[config.mk]
export PLATFORM = sky130hd
export DESIGN_NAME = key_autorepeat_accelerating
export DESIGN_NICKNAME = d
export VERILOG_FILES = /design/src/rtl/core/kar_pkg.sv /design/src/rtl/core/kar_cfg.sv /design/src/rtl/core/kar_cell.sv /design/src/rtl/core/key_autorepeat_accelerating.sv
export SDC_FILE = /design/constraint.sdc
export NUM_CORES = 1
export LEC_CHECK = 0
export BUFFER_PORTS_ARGS = -buffer_cell sky130_fd_sc_hd__buf_2
export CORE_MARGIN = 4
export CORE_UTILIZATION = 40
export DETAILED_ROUTE_END_ITERATION = 10
export GPL_TIMING_DRIVEN = 0
export SLEW_MARGIN = 30
export SYNTH_ARGS = -nofsm -noshare
export SYNTH_HDL_FRONTEND = slang
export SYNTH_SLANG_ARGS = --single-unit
[constraint.sdc]
create_clock -name clk -period 4.15 [get_ports clk]
set_input_delay 1.0375 -clock clk [delete_from_list [all_inputs] [get_ports clk]]
set_output_delay 1.0375 -clock clk [all_outputs]
set_load 0.05 [all_outputs]
[src/rtl/core/kar_pkg.sv]
// Package for the accelerating key auto-repeat block.
// Holds shared widths, register indexes, event codes and the structs that pass
// configuration and per-key results between the modules. Depends on nothing.
`timescale 1ns / 1ps

package kar_pkg;

    // Fixed field widths.
    localparam int KEY_SLOTS    = 8;
    localparam int KEY_IDX_W    = 3;
    localparam int EVENT_W      = 2;
    localparam int COUNT_W      = 16;
    localparam int PRESCALE_W   = 6;
    localparam int APB_ADDR_W   = 5;
    localparam int APB_DATA_W   = 32;

    // Default parameter values.
    localparam int KAR_NUM_KEYS       = 8;
    localparam int KAR_RELEASE_PERIOD = 50;

    // Repeat cadences and their residue counter widths.
    localparam int SLOW_PERIOD = 50;
    localparam int FAST_PERIOD = 5;
    localparam int SLOW_RES_W  = 6;
    localparam int FAST_RES_W  = 3;

    localparam logic [COUNT_W-1:0] COUNT_MAX = {COUNT_W{1'b1}};

    // Register indexes (byte address is four times the index).
    localparam logic [2:0] REG_REPEAT_MASK = 3'd0;
    localparam logic [2:0] REG_SLOW_START  = 3'd1;
    localparam logic [2:0] REG_FAST_START  = 3'd2;
    localparam logic [2:0] REG_CONT_START  = 3'd3;
    localparam logic [2:0] REG_IDLE_LIMIT  = 3'd4;

    // Event codes.
    localparam logic [EVENT_W-1:0] EV_NONE   = 2'd0;
    localparam logic [EVENT_W-1:0] EV_PRESS  = 2'd1;
    localparam logic [EVENT_W-1:0] EV_REPEAT = 2'd2;

    typedef struct packed {
        logic [KEY_SLOTS-1:0] repeat_key_mask;
        logic [COUNT_W-1:0]   slow_start;
        logic [COUNT_W-1:0]   fast_start;
        logic [COUNT_W-1:0]   continuous_start;
        logic [COUNT_W-1:0]   idle_limit;
    } kar_cfg_t;

    // One key's result as it travels down the chain.
    typedef struct packed {
        logic [EVENT_W-1:0] key_event;
        logic               activity;
    } kar_slot_t;

endpackage

[src/rtl/core/kar_cfg.sv]
// Configuration register file of the key auto-repeat block, APB-style access.
// Depends on kar_pkg for the register indexes and the configuration struct.
`timescale 1ns / 1ps

module kar_cfg
    import kar_pkg::*;
(
    input  logic                  clk,
    input  logic                  rst_n,
    input  logic                  psel,
    input  logic                  penable,
    input  logic                  pwrite,
    input  logic [APB_ADDR_W-1:0] paddr,
    input  logic [APB_DATA_W-1:0] pwdata,
    output logic [APB_DATA_W-1:0] prdata,
    output logic                  pready,
    output kar_cfg_t              cfg
);

    kar_cfg_t   cfg_reg;
    logic [2:0] reg_idx;
    logic       wr_en;

    assign reg_idx = paddr[APB_ADDR_W-1:2];
    assign wr_en   = psel && penable && pwrite;
    assign pready  = 1'b1;
    assign cfg     = cfg_reg;

    always_ff @(posedge clk or negedge rst_n)
    begin
        if (!rst_n)
        begin
            cfg_reg.repeat_key_mask  <= KEY_SLOTS'(48);
            cfg_reg.slow_start       <= COUNT_W'(1000);
            cfg_reg.fast_start       <= COUNT_W'(3000);
            cfg_reg.continuous_start <= COUNT_W'(6000);
            cfg_reg.idle_limit       <= COUNT_W'(1000);
        end
        else if (wr_en)
        begin
            unique case (reg_idx)
                REG_REPEAT_MASK: cfg_reg.repeat_key_mask  <= pwdata[KEY_SLOTS-1:0];
                REG_SLOW_START:  cfg_reg.slow_start       <= pwdata[COUNT_W-1:0];
                REG_FAST_START:  cfg_reg.fast_start       <= pwdata[COUNT_W-1:0];
                REG_CONT_START:  cfg_reg.continuous_start <= pwdata[COUNT_W-1:0];
                REG_IDLE_LIMIT:  cfg_reg.idle_limit       <= pwdata[COUNT_W-1:0];
                default:         ;
            endcase
        end
    end

    always_comb
    begin
        unique case (reg_idx)
            REG_REPEAT_MASK: prdata = APB_DATA_W'(cfg_reg.repeat_key_mask);
            REG_SLOW_START:  prdata = APB_DATA_W'(cfg_reg.slow_start);
            REG_FAST_START:  prdata = APB_DATA_W'(cfg_reg.fast_start);
            REG_CONT_START:  prdata = APB_DATA_W'(cfg_reg.continuous_start);
            REG_IDLE_LIMIT:  prdata = APB_DATA_W'(cfg_reg.idle_limit);
            default:         prdata = '0;
        endcase
    end

endmodule

[src/rtl/core/kar_cell.sv]
// One key cell: the key's saturating hold counter with its repeat residues,
// and one slot of the result chain. Depends on kar_pkg.
`timescale 1ns / 1ps

module kar_cell
    import kar_pkg::*;
(
    input  logic      clk,
    input  logic      rst_n,
    input  kar_cfg_t  cfg,
    input  logic      load,
    input  logic      shift,
    input  logic      held,
    input  logic      repeatable,
    input  logic      clear_tick,
    input  kar_slot_t slot_in,
    output kar_slot_t slot_out
);

    logic [COUNT_W-1:0]    count_reg,  count_next;
    logic [SLOW_RES_W-1:0] slow_res_reg, slow_res_next;
    logic [FAST_RES_W-1:0] fast_res_reg, fast_res_next;
    kar_slot_t             slot_reg,   slot_next;
    logic                  at_max;
    logic                  rep;
    logic [COUNT_W-1:0]    count_inc;

    // The residues track the count modulo the two cadences, so the repeat
    // test needs no divider: the count only ever steps by one or clears.
    assign at_max    = (count_reg == COUNT_MAX);
    assign count_inc = at_max ? count_reg : count_reg + COUNT_W'(1);
    assign rep = ((count_reg > cfg.slow_start) && (slow_res_reg == '0)) ||
                 ((count_reg > cfg.fast_start) && (fast_res_reg == '0)) ||
                 (count_reg > cfg.continuous_start);

    always_comb
    begin
        count_next    = count_reg;
        slow_res_next = slow_res_reg;
        fast_res_next = fast_res_reg;
        slot_next.key_event = EV_NONE;
        slot_next.activity  = 1'b0;
        if (held)
        begin
            if (count_reg == '0)
                slot_next.key_event = EV_PRESS;
            else if (repeatable && rep)
                slot_next.key_event = EV_REPEAT;
            count_next = count_inc;
            if (!at_max)
            begin
                slow_res_next = (slow_res_reg == SLOW_RES_W'(SLOW_PERIOD - 1)) ?
                                '0 : slow_res_reg + SLOW_RES_W'(1);
                fast_res_next = (fast_res_reg == FAST_RES_W'(FAST_PERIOD - 1)) ?
                                '0 : fast_res_reg + FAST_RES_W'(1);
            end
            slot_next.activity = (count_inc < cfg.idle_limit);
        end
        else if (clear_tick)
        begin
            count_next    = '0;
            slow_res_next = '0;
            fast_res_next = '0;
        end
    end

    always_ff @(posedge clk or negedge rst_n)
    begin
        if (!rst_n)
        begin
            count_reg    <= '0;
            slow_res_reg <= '0;
            fast_res_reg <= '0;
        end
        else if (load)
        begin
            count_reg    <= count_next;
            slow_res_reg <= slow_res_next;
            fast_res_reg <= fast_res_next;
        end
    end

    always_ff @(posedge clk)
    begin
        if (load)
            slot_reg <= slot_next;
        else if (shift)
            slot_reg <= slot_in;
    end

    assign slot_out = slot_reg;

endmodule

[src/rtl/core/key_autorepeat_accelerating.sv]
// Accelerating key auto-repeat: top level with the row of key cells.
// Path: a tick's results are registered in the key cells on acceptance, then pass through the output register.
// Throughput: one result per cycle while out_stall is low, set by the single result chain
// that drains through one output register; a new tick is taken as the last result leaves.
// Reset: hold counters and release prescaler clear, registers take their defaults.
// Depends on kar_pkg, kar_cfg and kar_cell.
`timescale 1ns / 1ps

module key_autorepeat_accelerating
    import kar_pkg::*;
#(
    parameter int NUM_KEYS       = KAR_NUM_KEYS,
    parameter int RELEASE_PERIOD = KAR_RELEASE_PERIOD
)
(
    input  logic                  clk,
    input  logic                  rst_n,
    // Poll tick request channel.
    input  logic                  in_valid,
    output logic                  in_stall,
    input  logic [KEY_SLOTS-1:0]  keys_held,
    // Per-key result channel.
    output logic                  out_valid,
    input  logic                  out_stall,
    output logic [KEY_IDX_W-1:0]  key_index,
    output logic [EVENT_W-1:0]    key_event,
    output logic                  activity,
    output logic                  last_of_tick,
    // Configuration port.
    input  logic                  psel,
    input  logic                  penable,
    input  logic                  pwrite,
    input  logic [APB_ADDR_W-1:0] paddr,
    input  logic [APB_DATA_W-1:0] pwdata,
    output logic [APB_DATA_W-1:0] prdata,
    output logic                  pready
);

    // Only the first eight keys have state; a larger NUM_KEYS still serves eight.
    localparam int KEYS   = (NUM_KEYS > KEY_SLOTS) ? KEY_SLOTS :
                            ((NUM_KEYS < 1) ? 1 : NUM_KEYS);
    localparam int PERIOD = (RELEASE_PERIOD < 1) ? 1 :
                            ((RELEASE_PERIOD > 63) ? 63 : RELEASE_PERIOD);
    localparam int REM_W  = $clog2(KEYS + 1);
    localparam int IDX_W  = (KEYS > 1) ? $clog2(KEYS) : 1;

    kar_cfg_t cfg;

    kar_cfg u_cfg
    (
        .clk     (clk),
        .rst_n   (rst_n),
        .psel    (psel),
        .penable (penable),
        .pwrite  (pwrite),
        .paddr   (paddr),
        .pwdata  (pwdata),
        .prdata  (prdata),
        .pready  (pready),
        .cfg     (cfg)
    );

    // Chain control. remain_reg counts the results still waiting in the
    // cells; idx_reg is the key number of the result at the head of the chain.
    logic [REM_W-1:0]      remain_reg;
    logic [IDX_W-1:0]      idx_reg;
    logic [PRESCALE_W-1:0] prescale_reg;
    logic                  out_valid_reg;
    logic [KEY_IDX_W-1:0]  key_index_reg;
    logic [EVENT_W-1:0]    key_event_reg;
    logic                  activity_reg;
    logic                  last_reg;

    logic                  out_free;
    logic                  pop;
    logic                  accept;
    logic                  clear_tick;
    logic [PRESCALE_W:0]   prescale_inc;

    // The output register frees up when it is empty or being taken. A new
    // tick is taken once the chain is empty, or as its last result leaves.
    assign out_free   = !out_valid_reg || !out_stall;
    assign pop        = (remain_reg != '0) && out_free;
    assign in_stall   = !((remain_reg == '0) ||
                          ((remain_reg == REM_W'(1)) && out_free));
    assign accept     = in_valid && !in_stall;
    assign clear_tick = (prescale_reg == '0);

    // Row of key cells. Every cell evaluates its own key when a tick is
    // accepted and then hands its result toward cell zero each cycle the
    // head result moves into the output register.
    kar_slot_t chain [KEYS+1];
    assign chain[KEYS] = '0;

    for (genvar k = 0; k < KEYS; k++)
    begin : g_cell
        kar_cell u_cell
        (
            .clk        (clk),
            .rst_n      (rst_n),
            .cfg        (cfg),
            .load       (accept),
            .shift      (pop),
            .held       (keys_held[k]),
            .repeatable (cfg.repeat_key_mask[k]),
            .clear_tick (clear_tick),
            .slot_in    (chain[k+1]),
            .slot_out   (chain[k])
        );
    end

    assign prescale_inc = {1'b0, prescale_reg} + (PRESCALE_W+1)'(1);

    always_ff @(posedge clk or negedge rst_n)
    begin
        if (!rst_n)
        begin
            remain_reg    <= '0;
            idx_reg       <= '0;
            prescale_reg  <= '0;
            out_valid_reg <= 1'b0;
        end
        else
        begin
            if (accept)
                remain_reg <= REM_W'(KEYS);
            else if (pop)
                remain_reg <= remain_reg - REM_W'(1);

            if (accept)
                idx_reg <= '0;
            else if (pop)
                idx_reg <= idx_reg + IDX_W'(1);

            // The release prescaler advances once per tick and wraps at the period.
            if (accept)
                prescale_reg <= (prescale_inc >= (PRESCALE_W+1)'(PERIOD)) ?
                                '0 : prescale_inc[PRESCALE_W-1:0];

            if (pop)
                out_valid_reg <= 1'b1;
            else if (!out_stall)
                out_valid_reg <= 1'b0;
        end
    end

    always_ff @(posedge clk)
    begin
        if (pop)
        begin
            key_index_reg <= KEY_IDX_W'(idx_reg);
            key_event_reg <= chain[0].key_event;
            activity_reg  <= chain[0].activity;
            last_reg      <= (idx_reg == IDX_W'(KEYS - 1));
        end
    end

    assign out_valid    = out_valid_reg;
    assign key_index    = key_index_reg;
    assign key_event    = key_event_reg;
    assign activity     = activity_reg;
    assign last_of_tick = last_reg;

endmodule
==> flow_metrics.tcl <==
set metrics [dict create \
    status "finished clean" \
    crit_arrival_ns 3.11 \
    hold_viol_final 0 \
    cts_buffer_depth 3 \
    ys_seq_area_frac 0.280 \
    die_h_um 277 \
    avgSynthCellArea_sq_um 8.69 \
    synth_edf_count 31 \
    place.gp.congestion 0.935 \
    clkSinkCount 317 \
    ant_nets 0 \
    grt_pass1_wl_um 159000 \
    synth_cell_types 81 \
    ir_drop_mv 0.416 \
    row_count 98 \
    grt_busiest_layer "met2" \
    clk_latency_ns 0.60 \
    crit_required_ns 3.11 \
    critical_path_class "input pin to primary output" \
    period_share 0.999 \
    whs_ns 0.411 \
    place_inst 4359 \
    ys.flop_type "dfrtp_1" \
    antenna_found_initial 12 \
    first_pass_iters 6 \
    stdcell_area_sq_um 32200 \
    cts_max_level 2 \
    clkTransAtPathRegs_ns 0.05 \
    grt_usage 0.271 \
    viasPerCell 6.06 \
    drive_gt1_frac 0.0816 \
    largest_register_ffs 128 \
    r2r_cells 12 \
    relSlewSlack 0.249 \
    wire_per_inst_um 24.2 \
    p_per_area_nw_per_um2 457 \
    syn_area_sq_um 29000 \
    yosys_warnings 0 \
    setup_viol_count_final 0 \
    use_met3 0.0663 \
    gr-total-overflow 0 \
    drc_errors 0 \
    synthArstFlopShare 0.902 \
    skew_ns 0.0297 \
    totalWireLength_um 108000 \
    slew_viol_final 0 \
    leakage_uw 0.0154 \
    drv_cap 0 \
    grt_pass1_vias 25400 \
    worst_slew_pin_slew_ns 1.12 \
    cp-start-kind "input pin" \
    die_w_um 277 \
    fin_cells 4448 \
    setup_tns_ns 0 \
    numCtsBuffers 43 \
    vias 27000 \
    fmax_ghz 0.241 \
    syn_inst 3334 \
    boundaryPins 94 \
    grt_util_met1 0.361 \
    endpoint_kind "primary output" \
    placed_area_sq_um 30600 \
    io_buffers 54 \
    cp_max_fo 10 \
    die-area_sq_um 76800 \
    final_core_util 0.449 \
    timing.critical_path.from "paddr[4]" \
    postCtsHoldBufs 0 \
    area_growth_pct 11.1 \
    layout_min_cycle_time_ns 4.15 \
    cts-root-buf "clkbuf_16" \
    grt_max_degree 75 \
    fp.coreArea_sq_um 71600 \
    cts_tree "done" \
    timing.rr.start "g_cell[2].u_cell.count_reg[1]" \
    fin_nets 4077 \
    dp_hpwl_um 73000 \
    initialDrtViolationCount 2782 \
    worst_hold_path_type "input pin to async pin" \
    start_util 0.404 \
    use_met2 0.406 \
    yosys_register_bits 317 \
]
power by group:
group / internal, uW / switching [uW] / leakage, uW / total [uW]
Combinational: 2020 / 4120 / 0.0107 / 6140
Sequential: 3840 / 753 / 0.00400 / 4600
Clock: 2380 / 1600 / 0.000727 / 3980
stage by stage:
stage / setup slack (ns) / power (uW)
after floorplan: 0.191 / 8240
after global placement: -3.92 / 10400
after detailed placement: -0.603 / 10600
after CTS: 0.0169 / 14600
after global routing: -0.000138 / 15600
final: 0.00226 / 14700
cell families (layout without fill, tap and decap cells):
kind of cell / after synthesis / count (layout) / share of synthesized area
multiplexers: 38 / 38 / 0.0142
XOR/XNOR: 115 / 115 / 0.0348
flip-flops: 317 / 317 / 0.280
AO/OA/AOI/OAI: 947 / 947 / 0.204
adder cells (fa/ha/maj): 567 / 567 / 0.245
AND/OR/NAND/NOR: 1065 / 1065 / 0.181
other: 2 / 23 / 0.000259
buffers and inverters: 283 / 426 / 0.0411
placed cells by master (no fill, tap or decap), types with 25 or more instances in the layout:
| master | instances |
|---|---|
| mux2_2 | 25 |
| inv_1 | 149 |
| dfstp_2 | 28 |
| nor2_1 | 191 |
| ha_1 | 567 |
| xnor2_1 | 72 |
| dfrtp_1 | 258 |
| buf_4 | 26 |
| a21o_1 | 76 |
| and3_1 | 34 |
| nand3_1 | 131 |
| clkbuf_16 | 45 |
| nor4_1 | 33 |
| o211ai_1 | 41 |
| o31ai_1 | 69 |
| a21oi_1 | 213 |
| o21ai_0 | 317 |
| nand4_1 | 111 |
| clkbuf_1 | 68 |
| xor2_1 | 43 |
| nand2_1 | 352 |
| nor2b_1 | 40 |
| a22o_1 | 41 |
| nor3_1 | 70 |
| a211oi_1 | 26 |
| edfxtp_1 | 31 |
| buf_2 | 85 |
area by class of cell:
type	instances	area [sq um]
clock inverters	20	225
diodes	6	15.0
clock buffers	59	1260
well taps	950	1190
flip-flops and latches	317	8120
repair buffers	64	433
multi-input cells	2749	19700
fillers	7047	39400
plain buffers	126	608
inverters	157	589
worst max-delay path: stages:
cell,delay [ns]
buf_2,0.15
clkbuf_1,0.51
nor2b_2,0.45
a21oi_1,0.12
o22ai_1,0.46
buf_2,0.37
routing by layer:
metal,up-vias,share of wire
met2,1160,0.42
met4,6,0.064
met1,12800,0.42
met5,-,0.00037
met3,308,0.10
li1,12700,-
final timing paths:
path	end	slack [ns]
worst max-delay path	prdata[4]	0.002
worst min-delay path	g_cell[0].u_cell.slow_res_reg[3]	0.41
worst max register to register	g_cell[2].u_cell.slot_out[0]	0.30
worst min register to register	activity	0.42
max in group asynchronous	u_cfg.cfg[3]	2.82
min in group clk	activity	0.42
cell usage after synthesis, drive strengths merged, types with 17 or more instances:
library cell | instances | share of area
ha | 567 | 0.24
nand2 | 353 | 0.046
o21ai | 334 | 0.058
dfrtp | 258 | 0.22
a21oi | 213 | 0.037
nor2 | 193 | 0.026
inv | 156 | 0.020
nand3 | 131 | 0.023
nand4 | 111 | 0.024
a21o | 77 | 0.020
nor3 | 74 | 0.014
xnor2 | 72 | 0.022
clkbuf | 70 | 0.0092
o31ai | 69 | 0.018
buf | 56 | 0.012
xor2 | 43 | 0.013
a22o | 41 | 0.012
nor2b | 41 | 0.0089
o211ai | 41 | 0.011
nor4 | 37 | 0.0098
and3 | 34 | 0.0073
edfxtp | 31 | 0.032
dfstp | 28 | 0.025
a211oi | 26 | 0.0067
mux2 | 25 | 0.0097
a31oi | 21 | 0.0050
a2111oi | 17 | 0.0051
and4 | 17 | 0.0051
what timing repair did:
item | CTS | global route
buffers inserted | 0 | 4
setup endpoints to repair | 17 | 8
pin swaps | 0 | 2
resized for setup | 5 | 3
Power figures use the tool's default switching activity.
